$ cat config.mk
export PLATFORM = sky130hd
export DESIGN_NAME = temperature_window_alarm_core
export DESIGN_NICKNAME = d
export VERILOG_FILES = /design/src/rtl/twa_pkg.sv /design/src/rtl/twa_fahr.sv /design/src/rtl/twa_settings.sv /design/src/rtl/twa_alarm.sv /design/src/rtl/temperature_window_alarm_core.sv
export SDC_FILE = /design/constraint.sdc
export NUM_CORES = 1
export LEC_CHECK = 0
export ABC_AREA = 1
export BUFFER_PORTS_ARGS = -buffer_cell sky130_fd_sc_hd__buf_2
export CORE_MARGIN = 1.5
export CORE_UTILIZATION = 35
export DETAILED_ROUTE_END_ITERATION = 8
export SLEW_MARGIN = 30
export SYNTH_ARGS = -nofsm -noshare
export SYNTH_HDL_FRONTEND = slang
export SYNTH_HIERARCHICAL = 1
export SYNTH_SLANG_ARGS = --single-unit
$ cat constraint.sdc
create_clock -name i_clk -period 25.8 [get_ports i_clk]
set_input_delay 3.87 -clock i_clk [delete_from_list [all_inputs] [get_ports i_clk]]
set_output_delay 3.87 -clock i_clk [all_outputs]
set_load 0.005 [all_outputs]
$ cat src/rtl/twa_pkg.sv
`timescale 1ns / 1ps
// shared types, codes and constants of the temperature window alarm
// no dependencies; used by every rtl file of the block

package twa_pkg;

    localparam int CMD_W      = 2;
    localparam int PAGE_W     = 2;
    localparam int LIMIT_W    = 8;
    localparam int FAHR_W     = 10;
    localparam int SAMPLE_C_W = 12;
    localparam int SAMPLE_F_W = 14;
    localparam int CMP_W      = 15;
    localparam int IN_DATA_W  = 32;
    localparam int OUT_DATA_W = 40;

    localparam logic [CMD_W-1:0] CMD_SET  = 2'd0;
    localparam logic [CMD_W-1:0] CMD_INC  = 2'd1;
    localparam logic [CMD_W-1:0] CMD_DEC  = 2'd2;
    localparam logic [CMD_W-1:0] CMD_TICK = 2'd3;

    localparam logic [PAGE_W-1:0] PAGE_READ = 2'd0;
    localparam logic [PAGE_W-1:0] PAGE_LOW  = 2'd1;
    localparam logic [PAGE_W-1:0] PAGE_HIGH = 2'd2;

    localparam int LIMIT_MAX_INT  = 125;
    localparam int LIMIT_MIN_INT  = -55;
    localparam int RESET_LOW_INT  = 5;
    localparam int RESET_HIGH_INT = 20;

    localparam logic signed [LIMIT_W-1:0] LIMIT_MAX_C  = LIMIT_W'(LIMIT_MAX_INT);
    localparam logic signed [LIMIT_W-1:0] LIMIT_MIN_C  = LIMIT_W'(LIMIT_MIN_INT);
    localparam logic signed [LIMIT_W-1:0] RESET_LOW_C  = LIMIT_W'(RESET_LOW_INT);
    localparam logic signed [LIMIT_W-1:0] RESET_HIGH_C = LIMIT_W'(RESET_HIGH_INT);
    localparam logic signed [FAHR_W-1:0]  RESET_LOW_F  =
        FAHR_W'((RESET_LOW_INT * 9) / 5 + 32);
    localparam logic signed [FAHR_W-1:0]  RESET_HIGH_F =
        FAHR_W'((RESET_HIGH_INT * 9) / 5 + 32);

    // x/5 as (x*52429)>>18, exact for |x| < 2048
    localparam logic [15:0] FAHR_RECIP = 16'd52429;
    localparam int          FAHR_SHIFT = 18;

    typedef struct packed {
        logic [PAGE_W-1:0]         page;
        logic                      unit_mode;
        logic signed [LIMIT_W-1:0] low_c;
        logic signed [LIMIT_W-1:0] high_c;
        logic signed [FAHR_W-1:0]  low_f;
        logic signed [FAHR_W-1:0]  high_f;
    } t_limits;

    typedef struct packed {
        logic buzzer;
        logic led;
    } t_alarm;

endpackage

$ cat src/rtl/twa_fahr.sv
`timescale 1ns / 1ps
// celsius limit to fahrenheit, (c*9)/5+32 truncated toward zero
// depends on twa_pkg

module twa_fahr (
    input  logic signed [twa_pkg::LIMIT_W-1:0] i_c,
    output logic signed [twa_pkg::FAHR_W-1:0]  o_f
);

    logic signed [11:0] times9;
    logic [10:0]        mag;
    logic [26:0]        prod;
    logic [8:0]         quot;
    logic signed [9:0]  squot;

    assign times9 = $signed({{4{i_c[twa_pkg::LIMIT_W-1]}}, i_c}) * 12'sd9;
    assign mag    = times9[11] ? 11'(-times9) : times9[10:0];
    assign prod   = 27'(mag) * 27'(twa_pkg::FAHR_RECIP);
    assign quot   = prod[26:twa_pkg::FAHR_SHIFT];
    assign squot  = times9[11] ? -$signed({1'b0, quot}) : $signed({1'b0, quot});
    assign o_f    = squot + 10'sd32;

endmodule

$ cat src/rtl/twa_settings.sv
`timescale 1ns / 1ps
// button handling: page, unit mode and the clamped celsius/fahrenheit limits
// depends on twa_pkg and twa_fahr

module twa_settings (
    input  logic                       i_clk,
    input  logic                       i_rst_n,
    input  logic                       i_advance,
    input  logic [twa_pkg::CMD_W-1:0]  i_cmd,
    output twa_pkg::t_limits           o_cur,
    output twa_pkg::t_limits           o_nxt
);

    twa_pkg::t_limits                     r_lim;
    logic [twa_pkg::PAGE_W-1:0]           n_page;
    logic                                 n_unit;
    logic signed [twa_pkg::LIMIT_W-1:0]   n_low_c;
    logic signed [twa_pkg::LIMIT_W-1:0]   n_high_c;
    logic signed [twa_pkg::FAHR_W-1:0]    n_low_f;
    logic signed [twa_pkg::FAHR_W-1:0]    n_high_f;
    logic signed [twa_pkg::LIMIT_W:0]     low_ext;
    logic signed [twa_pkg::LIMIT_W:0]     high_ext;
    logic signed [twa_pkg::LIMIT_W:0]     step_up_low;
    logic signed [twa_pkg::LIMIT_W:0]     step_dn_low;
    logic signed [twa_pkg::LIMIT_W:0]     step_up_high;
    logic signed [twa_pkg::LIMIT_W:0]     step_dn_high;
    logic                                 is_up;

    assign low_ext      = {r_lim.low_c[twa_pkg::LIMIT_W-1], r_lim.low_c};
    assign high_ext     = {r_lim.high_c[twa_pkg::LIMIT_W-1], r_lim.high_c};
    assign step_up_low  = low_ext + 9'sd1;
    assign step_dn_low  = low_ext - 9'sd1;
    assign step_up_high = high_ext + 9'sd1;
    assign step_dn_high = high_ext - 9'sd1;
    assign is_up        = (i_cmd == twa_pkg::CMD_INC);

    always_comb begin
        n_page   = r_lim.page;
        n_unit   = r_lim.unit_mode;
        n_low_c  = r_lim.low_c;
        n_high_c = r_lim.high_c;
        case (i_cmd)
            twa_pkg::CMD_SET: begin
                n_page = (r_lim.page >= twa_pkg::PAGE_HIGH) ? twa_pkg::PAGE_READ
                                                             : r_lim.page + 2'd1;
            end
            twa_pkg::CMD_INC, twa_pkg::CMD_DEC: begin
                case (r_lim.page)
                    twa_pkg::PAGE_READ: begin
                        n_unit = ~r_lim.unit_mode;
                    end
                    twa_pkg::PAGE_LOW: begin
                        if (is_up) begin
                            n_low_c = (step_up_low >= high_ext) ? r_lim.high_c - 8'sd1
                                                                : step_up_low[7:0];
                        end else begin
                            n_low_c = (step_dn_low <= 9'(twa_pkg::LIMIT_MIN_C))
                                      ? twa_pkg::LIMIT_MIN_C : step_dn_low[7:0];
                        end
                    end
                    twa_pkg::PAGE_HIGH: begin
                        if (is_up) begin
                            n_high_c = (step_up_high >= 9'(twa_pkg::LIMIT_MAX_C))
                                       ? twa_pkg::LIMIT_MAX_C : step_up_high[7:0];
                        end else begin
                            n_high_c = (step_dn_high <= low_ext) ? r_lim.low_c + 8'sd1
                                                                 : step_dn_high[7:0];
                        end
                    end
                    default: begin
                        n_low_c = r_lim.low_c;
                    end
                endcase
            end
            default: begin
                n_page = r_lim.page;
            end
        endcase
    end

    twa_fahr u_fahr_low (
        .i_c (n_low_c),
        .o_f (n_low_f)
    );

    twa_fahr u_fahr_high (
        .i_c (n_high_c),
        .o_f (n_high_f)
    );

    always_comb begin
        o_nxt.page      = n_page;
        o_nxt.unit_mode = n_unit;
        o_nxt.low_c     = n_low_c;
        o_nxt.high_c    = n_high_c;
        o_nxt.low_f     = n_low_f;
        o_nxt.high_f    = n_high_f;
    end

    always_ff @(posedge i_clk) begin
        if (!i_rst_n) begin
            r_lim.page      <= twa_pkg::PAGE_READ;
            r_lim.unit_mode <= 1'b0;
            r_lim.low_c     <= twa_pkg::RESET_LOW_C;
            r_lim.high_c    <= twa_pkg::RESET_HIGH_C;
            r_lim.low_f     <= twa_pkg::RESET_LOW_F;
            r_lim.high_f    <= twa_pkg::RESET_HIGH_F;
        end else if (i_advance) begin
            r_lim <= o_nxt;
        end
    end

    assign o_cur = r_lim;

endmodule

$ cat src/rtl/twa_alarm.sv
`timescale 1ns / 1ps
// window comparator on tick: buzzer and toggling led while at or outside limits
// depends on twa_pkg

module twa_alarm (
    input  logic                                  i_clk,
    input  logic                                  i_rst_n,
    input  logic                                  i_advance,
    input  logic [twa_pkg::CMD_W-1:0]             i_cmd,
    input  logic signed [twa_pkg::SAMPLE_C_W-1:0] i_sample_c,
    input  logic signed [twa_pkg::SAMPLE_F_W-1:0] i_sample_f,
    input  twa_pkg::t_limits                      i_lim,
    output twa_pkg::t_alarm                       o_nxt
);

    twa_pkg::t_alarm                    r_alarm;
    logic signed [twa_pkg::CMP_W-1:0]   smp;
    logic signed [twa_pkg::CMP_W-1:0]   lo;
    logic signed [twa_pkg::CMP_W-1:0]   hi;
    logic                               outside;

    always_comb begin
        if (i_lim.unit_mode) begin
            smp = $signed({i_sample_f[13], i_sample_f});
            lo  = $signed({i_lim.low_f[9], i_lim.low_f, 4'b0000});
            hi  = $signed({i_lim.high_f[9], i_lim.high_f, 4'b0000});
        end else begin
            smp = $signed({{3{i_sample_c[11]}}, i_sample_c});
            lo  = $signed({{3{i_lim.low_c[7]}}, i_lim.low_c, 4'b0000});
            hi  = $signed({{3{i_lim.high_c[7]}}, i_lim.high_c, 4'b0000});
        end
    end

    assign outside = (smp <= lo) || (smp >= hi);

    always_comb begin
        o_nxt = r_alarm;
        if (i_cmd == twa_pkg::CMD_TICK) begin
            o_nxt.buzzer = outside;
            o_nxt.led    = outside & ~r_alarm.led;
        end
    end

    always_ff @(posedge i_clk) begin
        if (!i_rst_n) begin
            r_alarm <= '0;
        end else if (i_advance) begin
            r_alarm <= o_nxt;
        end
    end

endmodule

$ cat src/rtl/temperature_window_alarm_core.sv
`timescale 1ns / 1ps
// temperature window alarm, top level: input stage, result stage, handshake
// depends on twa_pkg, twa_settings and twa_alarm
//
// usage:
//   slave channel takes one event per beat: tuser is the command (set,
//   increment, decrement, tick), tdata carries the celsius and fahrenheit
//   samples that a tick compares against the limits
//   master channel returns exactly one beat per event: buzzer, led, page,
//   unit mode and the four limits as they stand after that event
//   an accepted input beat waits in the input register, and its result goes
//   into the result register that drives o_m_axis_tvalid;
//   throughput is one event per cycle unless the receiver stalls, set by the
//   single compute stage between the input register and the result register
//   a stalled receiver holds the result register; one more event waits in
//   the input register and tready drops only when both stages are full
//   reset clears both stages, returns the page to reading, the unit to
//   celsius, the limits to 5 and 20 degrees and switches buzzer and led off

module temperature_window_alarm_core (
    input  logic                              i_clk,
    input  logic                              i_rst_n,
    input  logic                              i_s_axis_tvalid,
    output logic                              o_s_axis_tready,
    // sample_c[11:0], sample_f[25:12], zero fill
    input  logic [twa_pkg::IN_DATA_W-1:0]     i_s_axis_tdata,
    // cmd[1:0]
    input  logic [twa_pkg::CMD_W-1:0]         i_s_axis_tuser,
    output logic                              o_m_axis_tvalid,
    input  logic                              i_m_axis_tready,
    // buzzer[0], led[1], page[3:2], unit_mode[4], low_c[12:5], high_c[20:13],
    // low_f[29:21], high_f[39:30]
    output logic [twa_pkg::OUT_DATA_W-1:0]    o_m_axis_tdata
);

    logic                                  r_in_valid;
    logic [twa_pkg::CMD_W-1:0]             r_in_cmd;
    logic signed [twa_pkg::SAMPLE_C_W-1:0] r_in_sample_c;
    logic signed [twa_pkg::SAMPLE_F_W-1:0] r_in_sample_f;
    logic                                  r_out_valid;
    logic [twa_pkg::OUT_DATA_W-1:0]        r_out_data;
    logic [twa_pkg::OUT_DATA_W-1:0]        n_out_data;
    logic                                  advance;
    logic                                  in_beat;
    twa_pkg::t_limits                      cur_lim;
    twa_pkg::t_limits                      nxt_lim;
    twa_pkg::t_alarm                       nxt_alarm;

    assign advance         = r_in_valid && (!r_out_valid || i_m_axis_tready);
    assign o_s_axis_tready = !r_in_valid || advance;
    assign in_beat         = i_s_axis_tvalid && o_s_axis_tready;

    always_ff @(posedge i_clk) begin
        if (!i_rst_n) begin
            r_in_valid <= 1'b0;
        end else if (in_beat) begin
            r_in_valid <= 1'b1;
        end else if (advance) begin
            r_in_valid <= 1'b0;
        end
    end

    always_ff @(posedge i_clk) begin
        if (in_beat) begin
            r_in_cmd      <= i_s_axis_tuser;
            r_in_sample_c <= i_s_axis_tdata[11:0];
            r_in_sample_f <= i_s_axis_tdata[25:12];
        end
    end

    twa_settings u_settings (
        .i_clk     (i_clk),
        .i_rst_n   (i_rst_n),
        .i_advance (advance),
        .i_cmd     (r_in_cmd),
        .o_cur     (cur_lim),
        .o_nxt     (nxt_lim)
    );

    twa_alarm u_alarm (
        .i_clk      (i_clk),
        .i_rst_n    (i_rst_n),
        .i_advance  (advance),
        .i_cmd      (r_in_cmd),
        .i_sample_c (r_in_sample_c),
        .i_sample_f (r_in_sample_f),
        .i_lim      (cur_lim),
        .o_nxt      (nxt_alarm)
    );

    assign n_out_data = {nxt_lim.high_f,
                         nxt_lim.low_f[8:0],
                         nxt_lim.high_c,
                         nxt_lim.low_c,
                         nxt_lim.unit_mode,
                         nxt_lim.page,
                         nxt_alarm.led,
                         nxt_alarm.buzzer};

    always_ff @(posedge i_clk) begin
        if (!i_rst_n) begin
            r_out_valid <= 1'b0;
        end else if (advance) begin
            r_out_valid <= 1'b1;
        end else if (i_m_axis_tready) begin
            r_out_valid <= 1'b0;
        end
    end

    always_ff @(posedge i_clk) begin
        if (advance) begin
            r_out_data <= n_out_data;
        end
    end

    assign o_m_axis_tvalid = r_out_valid;
    assign o_m_axis_tdata  = r_out_data;

`ifndef SYNTHESIS
    a_window_ordered: assert property (@(posedge i_clk) disable iff (!i_rst_n)
        cur_lim.low_c < cur_lim.high_c)
        else $error("low limit not below high limit");

    a_limits_in_range: assert property (@(posedge i_clk) disable iff (!i_rst_n)
        (cur_lim.low_c >= twa_pkg::LIMIT_MIN_C) && (cur_lim.high_c <= twa_pkg::LIMIT_MAX_C))
        else $error("limit outside clamp range");

    a_led_needs_buzzer: assert property (@(posedge i_clk) disable iff (!i_rst_n)
        o_m_axis_tvalid && o_m_axis_tdata[1] |-> o_m_axis_tdata[0])
        else $error("led on without buzzer");

    a_page_valid: assert property (@(posedge i_clk) disable iff (!i_rst_n)
        o_m_axis_tvalid |-> (o_m_axis_tdata[3:2] != 2'd3))
        else $error("unreachable page shown");

    a_one_result_per_event: assert property (@(posedge i_clk) disable iff (!i_rst_n)
        advance |=> o_m_axis_tvalid)
        else $error("event produced no result");
`endif

endmodule
==> results.py, run 1 <==
metrics = {
    "run_status": {
        "status": "completed",
    },
    "yosys": {
        "synth_seq_area_share_pct": 20.2,
        "netlist_top_cells_area": "ha_1 (19%), edfxtp_1 (14%), nand2_1 (11%), fa_1 (11%), inv_1 (9.3%)",
        "synth-simple-area-share_pct": 26.5,
        "syn_inst": 1900,
        "synth_fa_ha_area_share_pct": 29.8,
        "synth-edff-count": 68,
        "synth_top_family_by_area": "adder cells",
        "synth.distinct_cells": 56,
        "synthMuxAreaShare_pct": 0.907,
        "syn_avg_cell_area_sq_um": 7.55,
        "synth_top_cell_area_share_pct": 18.9,
        "ys_async_sr_fraction_pct": 0,
        "synth-compound-area-share_pct": 7.77,
        "yosys.area.top_type": "ha_1",
        "synthXorXnorAreaFrac_pct": 4.02,
        "syn_nets": 2233,
        "syn-cell-area_sq_um": 14300,
        "ys_ff_latch": 111,
        "yosysWarnings": 6,
        "synth_ff_type": "edfxtp_1",
    },
    "die": {
        "initial_core_util_pct": 35.8,
        "core.rowCount": 73,
        "die_area_sq_um": 42200,
        "die_height_um": 205,
        "pin_count": 80,
        "chipWidth_um": 205,
        "core-area_sq_um": 40100,
    },
    "setup_path": {
        "max_stage_delay_ps": 660,
        "startpoint_type": "register",
        "crit_type": "register to register",
        "crit_path_frequent_cell": "nand2_1",
        "endpoint_kind": "register",
        "slowest_stage": "dfxtp_1",
        "critPathMaxFanout": 16,
        "cp.arrival_ps": 11640,
        "cp.required_ps": 26100,
    },
    "sta": {
        "hold_viol_final": 0,
        "tightest_slew_ps": 748,
        "post-route-period-util_pct": 43.9,
        "setup-violations-final": 0,
        "fin_crit_ps": 11340,
        "slew_headroom_pct": 50.1,
        "skew_ps": 14.8,
        "tns_ps": 0,
        "rsz0062_at_grt": "false",
        "max_freq_ghz": 0.0882,
        "slew_viol_final": 0,
    },
    "detailed_routing": {
        "viasPerCell": 4.87,
        "drc": 0,
        "final_antenna_net_count": 0,
        "drt_pass1_iterations": 5,
        "dr_total_vias": 12100,
        "routed_wl_um": 35500,
        "post_drt_wl_per_cell_um": 14.3,
        "first_iter_violations": 662,
    },
    "cts": {
        "cts_setup_buffers": 0,
        "cts_max_path_buffers": 2,
        "cts_sinks": 111,
        "cts_hold_buffers": 0,
        "cts_resized": 0,
        "htreeDepth": 3,
        "cts_tree": "yes",
        "worstSkewPairLatency_ps": 370,
        "clockRootBuffer": "clkbuf_16",
        "cts_buffers": 9,
        "path_clk_slew_ps": 80,
    },
    "grt": {
        "first_global_vias": 12000,
        "antenna_found_initial": 0,
        "grt_max_degree": 89,
        "grt_pass1_wl_um": 59500,
        "grt_overflow_total": 0,
        "grt_usage_pct": 17.5,
    },
    "placement": {
        "numPortBuffers": 73,
        "place.gp.congestion": 0.922,
        "hpwl_um": 29600,
    },
    "min_path": {
        "hp-class": "register to register",
    },
    "layout": {
        "n_fill_cell": 4197,
        "antenna_cells_inserted": 0,
        "synthToLayoutAreaGrowth_pct": 8.52,
        "fin_nets": 2290,
        "drive_above_1_share_pct": 11.0,
        "layout_common_cells": "nand2_1 (426), inv_1 (355), ha_1 (217)",
        "final_common_cell": "nand2_1",
    },
    "job": {
        "drv_cap": 0,
    },
}
cell usage after synthesis, types with 15 or more instances:
cell / n
nand2_2: 48
nor2_1: 144
edfxtp_1: 68
a21oi_1: 97
inv_1: 356
clkbuf_1: 15
nand3_1: 104
dfxtp_1: 43
o21ai_0: 59
fa_1: 78
ha_1: 217
nand4_1: 25
xor2_1: 30
nand2_1: 426
worst max-delay path, delay by kind of cell (launching register included):
kind	cells	cell delay, ps
flip-flops	1	660
buffers and inverters	11	1380
XOR/XNOR	3	900
adder cells (fa/ha/maj)	11	4330
AO/OA/AOI/OAI	1	220
AND/OR/NAND/NOR	34	3800
final timing paths:
path                                            end  slack, ps            startpoint  cells past startpoint
worst max register to register  u_settings/o_cur[7]      14460  u_settings/o_cur[20]                     60
worst min register to register  u_settings/o_cur[6]        470   u_settings/o_cur[6]                      2
worst min-delay path            u_settings/o_cur[6]        470   u_settings/o_cur[6]                      2
worst max-delay path            u_settings/o_cur[7]      14460  u_settings/o_cur[20]                     60
final cells by class:
class                      count  area, sq um  share of cell area (%)
sequential                   111         2900                    18.6
inverter                     366         1380                    8.87
clock inverter                 7         88.8                   0.571
clock buffer                   9          225                    1.45
multi-input combinational   1391         9910                    63.6
tap                          525          657                    4.22
timing repair buffer          78          407                    2.61
layer usage:
layer | global-route usage [%] | up-vias | share of wire [%]
li1 | - | 6200 | -
met1 | 23.0 | 5636 | 46
met2 | 30.5 | 228 | 48
met3 | 1.39 | 48 | 3.3
met4 | 5.06 | 0 | 2.4
met5 | 0 | - | 0
metrics by stage:
| stage | instances | setup WS (ps) | utilization (%) | instance area [sq um] | hold WS, ps |
|---|---|---|---|---|---|
| 2_1_floorplan | 1900 | 16250 | - | 14300 | 429 |
| 3_3_place_gp | 2471 | 14700 | 38.0 | 15300 | 440 |
| 3_5_place_dp | 2471 | 14610 | 38.0 | 15300 | 448 |
| 4_1_cts | 2487 | 14530 | 38.8 | 15600 | 469 |
| 5_1_grt | 2487 | 13540 | 38.8 | 15600 | 502 |
| 6_report | 2487 | 14460 | 38.8 | 15600 | 467 |
cell families (layout without fill, tap and decap cells):
group	count (synthesis)	count (layout)
AOI/OAI and AO/OA	200	200
xor gates and xnor gates	53	53
adders and majority gates	295	295
buffers and inverters	398	460
DFF	111	111
muxes	13	13
and+or+nand+nor	830	830
registers in the layout, indices dropped and copies added, names as in the netlist:
name,count
o_m_axis_tdata,40
o_m_axis_tvalid,1
r_in_valid,1
r_in_cmd,2
r_in_sample_f,14
u_alarm/r_alarm,2
r_in_sample_c,12
u_settings/o_cur,39
Power of run 1 is left out: the tool's default activity adds up to more than one toggle a clock period on the data nets, which glitch-free logic cannot reach.
==> inputs of run 2 (changes only) <==
==> constraint.sdc (replaced) <==
create_clock -name i_clk -period 11.4 [get_ports i_clk]
set_input_delay 1.71 -clock i_clk [delete_from_list [all_inputs] [get_ports i_clk]]
set_output_delay 1.71 -clock i_clk [all_outputs]
set_load 0.005 [all_outputs]
==> run 2 against run 1 <==
Net effect:
- clock skew increased by 2.3 ps
- die area unchanged
- cell count increased by 0.36%
- wire length increased by 0.69%
- fmax increased by 7.2%
- sequential share of layout area decreased by 0.10 points
- global-route usage increased by 0.052 points
- critical path type unchanged
- register-to-register slack got worse by 14000 ps
- via count increased by 0.31%
==> results.py, run 2 (synthesis gave the netlist of run 1 again) <==
metrics = {
    "cts": {
        "worstSkewPairLatency_ps": 370,
        "cts_hold_buffers": 0,
        "path_clk_slew_ps": 90,
        "cts_buffers": 9,
        "cts_tree": "yes",
        "htreeDepth": 3,
        "cts_max_path_buffers": 2,
        "clockRootBuffer": "clkbuf_16",
        "cts_setup_buffers": 0,
        "cts_sinks": 111,
    },
    "die": {
        "die_area_sq_um": 42200,
        "pin_count": 80,
        "chipWidth_um": 205,
        "initial_core_util_pct": 35.8,
        "die_height_um": 205,
        "core.rowCount": 73,
        "core-area_sq_um": 40100,
    },
    "setup_path": {
        "cp.buffers_inverters": 12,
        "startpoint_type": "register",
        "cp.arrival_ps": 10850,
        "r2r-start": "u_settings/o_cur[33]",
        "crit_family": "adder cells",
        "slowest_stage": "fa_1",
        "ff2ff_path_depth": 61,
        "crit_cells": 61,
        "critPathMaxFanout": 16,
        "cp.required_ps": 11680,
        "cp-startpoint": "u_settings/o_cur[33]",
        "crit_path_frequent_cell": "nand2_1",
        "crit_type": "register to register",
        "max_stage_delay_ps": 570,
        "endpoint_kind": "register",
    },
    "detailed_routing": {
        "dr_total_vias": 12200,
        "drt_pass1_iterations": 4,
        "post_drt_wl_per_cell_um": 14.3,
        "drc": 0,
        "routed_wl_um": 35700,
        "final_antenna_net_count": 0,
        "first_iter_violations": 629,
        "viasPerCell": 4.87,
    },
    "grt": {
        "grt_pass1_wl_um": 59900,
        "first_global_vias": 12100,
        "grt_max_degree": 90,
        "grt_usage_pct": 17.5,
        "grt_overflow_total": 0,
        "gr-usage-met1_pct": 23.2,
        "antenna_found_initial": 0,
        "grt_use_met3_pct": 1.46,
        "gr-max-usage-layer": "met2",
        "use_met2_pct": 30.6,
    },
    "layout": {
        "fin_cells": 2496,
        "fin_nets": 2299,
        "synthToLayoutAreaGrowth_pct": 9.30,
        "final_common_cell": "nand2_1",
        "drive_above_1_share_pct": 12.0,
        "n_fill_cell": 4107,
        "largest_reg_flops": 40,
        "antenna_cells_inserted": 0,
        "utilization_pct": 39.1,
        "layout_common_cells": "nand2_1 (426), inv_1 (353), ha_1 (217)",
    },
    "placement": {
        "hpwl_um": 29800,
        "dp_cells": 2480,
        "place.gp.congestion": 0.963,
        "numPortBuffers": 73,
    },
    "sta": {
        "rsz0062_at_grt": "true",
        "tightest_slew_ps": 704,
        "fin_crit_ps": 10580,
        "max_freq_ghz": 0.0946,
        "skew_ps": 17.1,
        "hold_viol_final": 0,
        "slew_headroom_pct": 53.0,
        "slew_viol_final": 0,
        "post-route-period-util_pct": 92.8,
        "setup-violations-final": 0,
    },
    "min_path": {
        "hp-class": "register to register",
        "hold_path_depth": 2,
        "hp-start": "u_settings/o_cur[2]",
    },
    "run_status": {
        "status": "completed",
    },
    "job": {
        "drv_cap": 0,
    },
}
-- run 2: cell count changes in the layout (fill, tap and decap cells not counted), sizes merged --
cell / change
buf: +9
clkinv: +1
inv: -1
-- run 2: cell type report --
type / count / area, sq um / area share (%)
Timing Repair Buffer: 87 / 474 / 3.02
Sequential cell: 111 / 2910 / 18.5
Clock inverter: 7 / 93.8 / 0.598
Multi-Input combinational cell: 1391 / 9940 / 63.4
Inverter: 366 / 1380 / 8.81
Clock buffer: 9 / 225 / 1.44
Tap cell: 525 / 657 / 4.19
-- run 2: routing by layer --
| metal | share of wire, % | routed length (um) |
|---|---|---|
| met5 | 0 | 0 |
| met2 | 48 | 17200 |
| met1 | 47 | 16700 |
| met4 | 1.9 | 664 |
| met3 | 3.2 | 1130 |
-- run 2: repair_timing --
item                                    4_1_cts  5_1_grt
resized for setup                             0       11
endpoints found under the setup margin        0       15
hold endpoints to repair                      0        0
-- run 2: final timing paths --
kind / to / slack (ps)
worst min register to register: u_settings/o_cur[2] / 470
worst min-delay path: u_settings/o_cur[2] / 470
worst max-delay path: u_settings/o_cur[19] / 820
worst max register to register: u_settings/o_cur[19] / 820
-- run 2: through the flow --
stage	cell area, sq um	setup TNS (ps)	setup WS (ps)	hold WS, ps
floorplan	14300	0	1850	429
global placement	15300	0	752	441
detailed placement	15300	0	569	449
CTS	15600	0	534	469
global route	15700	-14.9	-14.9	486
finish	15700	0	825	466
-- run 2: worst reg2reg max path: cells and delay by family, from the launching register on --
kind / cells / cell delay [ps]
compound gates: 2 / 390
xor+xnor: 1 / 240
fa+ha+maj: 11 / 4160
buf+inv: 12 / 1290
flops: 1 / 510
simple gates: 35 / 3930
Power of run 2 is left out for the same reason.
==> inputs of run 3 (changes only) <==
==> constraint.sdc (replaced) <==
create_clock -name i_clk -period 12.8 [get_ports i_clk]
set_input_delay 1.92 -clock i_clk [delete_from_list [all_inputs] [get_ports i_clk]]
set_output_delay 1.92 -clock i_clk [all_outputs]
set_load 0.005 [all_outputs]
==> run 3 against run 2 <==
Net effect:
- first-iteration DRC count rose by 0.79%
- worst setup slack improved by 680 ps
- register-to-register slack improved by 680 ps
- flip-flop and latch count did not move
- critical path depth did not move
- utilization fell by 0.27 points
- wire length rose by 0.57%
- fmax fell by 6.3%
- clock skew fell by 1.7 ps
- non-clock buffer count fell by 9
- worst hold slack improved by 2.7 ps
- largest cell class unchanged
- highest routed layer unchanged
==> results.py, run 3 (synthesis gave the netlist of run 1 again) <==
metrics = {
    "layout": {
        "layout_common_cells": "nand2_1 (426), inv_1 (355), ha_1 (217)",
        "final_common_cell": "nand2_1",
        "fin_nets": 2290,
        "synthToLayoutAreaGrowth_pct": 8.55,
        "largest_reg_flops": 40,
        "antenna_cells_inserted": 0,
        "drive_above_1_share_pct": 11.0,
    },
    "placement": {
        "place.gp.congestion": 0.945,
        "numPortBuffers": 73,
        "hpwl_um": 30100,
    },
    "setup_path": {
        "crit_family": "adder cells",
        "critPathMaxFanout": 16,
        "crit_cells": 61,
        "ff2ff_path_depth": 61,
        "r2r_end": "u_settings/o_cur[9]",
        "cp.arrival_ps": 11550,
        "cp-endpoint": "u_settings/o_cur[9]",
        "startpoint_type": "register",
        "crit_type": "register to register",
        "max_stage_delay_ps": 650,
        "slowest_stage": "dfxtp_1",
        "reg2reg_slack_ps": 1510,
        "cp.required_ps": 13060,
        "cp-startpoint": "u_settings/o_cur[20]",
        "r2r-start": "u_settings/o_cur[20]",
        "cp.buffers_inverters": 12,
        "endpoint_kind": "register",
        "crit_path_frequent_cell": "nand2_1",
    },
    "sta": {
        "skew_ps": 15.4,
        "hold_viol_final": 0,
        "slew_headroom_pct": 39.9,
        "rsz0062_at_grt": "false",
        "max_freq_ghz": 0.0886,
        "post-route-period-util_pct": 88.2,
        "tns_ps": 0,
        "slew_viol_final": 0,
        "fin_crit_ps": 11290,
        "tightest_slew_ps": 892,
        "setup-violations-final": 0,
    },
    "detailed_routing": {
        "drt_pass1_iterations": 5,
        "post_drt_wl_per_cell_um": 14.4,
        "dr_total_vias": 12200,
        "drc": 0,
        "first_iter_violations": 634,
        "routed_wl_um": 35900,
        "viasPerCell": 4.90,
        "final_antenna_net_count": 0,
    },
    "cts": {
        "path_clk_slew_ps": 90,
        "cts_resized": 0,
        "worstSkewPairLatency_ps": 360,
        "clockRootBuffer": "clkbuf_16",
        "cts_hold_buffers": 0,
        "cts_buffers": 9,
        "cts_tree": "yes",
        "htreeDepth": 3,
        "cts_setup_buffers": 0,
        "cts_sinks": 111,
        "cts_max_path_buffers": 2,
    },
    "die": {
        "core-area_sq_um": 40100,
        "chipWidth_um": 205,
        "pin_count": 80,
        "core.rowCount": 73,
        "initial_core_util_pct": 35.8,
        "die_height_um": 205,
        "die_area_sq_um": 42200,
    },
    "grt": {
        "antenna_found_initial": 0,
        "grt_pass1_wl_um": 60100,
        "grt_max_degree": 90,
        "first_global_vias": 12100,
        "grt_overflow_total": 0,
        "grt_usage_pct": 17.7,
    },
    "run_status": {
        "status": "completed",
    },
    "min_path": {
        "hold_path_depth": 2,
        "hp-class": "register to register",
    },
    "job": {
        "drv_cap": 0,
    },
}
-- run 3: changes by cell type in the layout (fill, tap and decap cells not counted), moves of 3 or more --
| cell | previous run | this run |
|---|---|---|
| buf_4 | 13 | 4 |
| nor4_1 | 7 | 10 |
| nor4_2 | 3 | 0 |
| dfxtp_1 | 39 | 43 |
| dfxtp_2 | 4 | 0 |
-- run 3: worst register-to-register path: cells and delay by family, from the launching register on --
kind / cells / cell delay, ps
adders and majority gates: 11 / 4190
xor gates and xnor gates: 2 / 530
buffers and inverters: 12 / 1440
and+or+nand+nor: 32 / 3550
DFF: 1 / 650
AOI/OAI and AO/OA: 4 / 820
-- run 3: through the flow --
| stage | cells | hold slack [ps] | util (%) | worst slack (ps) | cell area, sq um |
|---|---|---|---|---|---|
| after floorplan | 1900 | 429 | - | 3250 | 14300 |
| after global placement | 2471 | 442 | 38.0 | 1790 | 15300 |
| after detailed placement | 2471 | 447 | 38.0 | 1660 | 15300 |
| after CTS | 2487 | 468 | 38.8 | 1540 | 15600 |
| after global routing | 2487 | 485 | 38.8 | 500 | 15600 |
| final | 2487 | 469 | 38.8 | 1510 | 15600 |
-- run 3: worst min path at each step --
stage	from	end	slack, ps
after floorplan	u_settings/o_cur[13]	u_settings/o_cur[13]	430
after global routing	u_settings/o_cur[6]	u_settings/o_cur[6]	480
after global placement	u_settings/o_cur[6]	u_settings/o_cur[6]	440
final	u_settings/o_cur[6]	u_settings/o_cur[6]	470
after CTS	u_settings/o_cur[6]	u_settings/o_cur[6]	470
after detailed placement	u_settings/o_cur[2]	u_settings/o_cur[2]	450
-- run 3: cell type report --
type | instances | area, sq um
well taps | 525 | 657
multi-input cells | 1391 | 9910
clock buffers | 9 | 225
repair buffers | 78 | 407
flip-flops and latches | 111 | 2900
clock inverters | 7 | 93.8
inverters | 366 | 1380
fillers | 4188 | 24500
-- run 3: layer usage --
| layer | track usage (%) | vias up | wire length [um] |
|---|---|---|---|
| li1 | - | 6197 | - |
| met1 | 23.5 | 5699 | 16600 |
| met2 | 31.1 | 253 | 17500 |
| met3 | 1.05 | 44 | 1170 |
| met4 | 4.38 | 0 | 726 |
| met5 | 0 | - | 0 |
Power of run 3 is left out for the same reason.
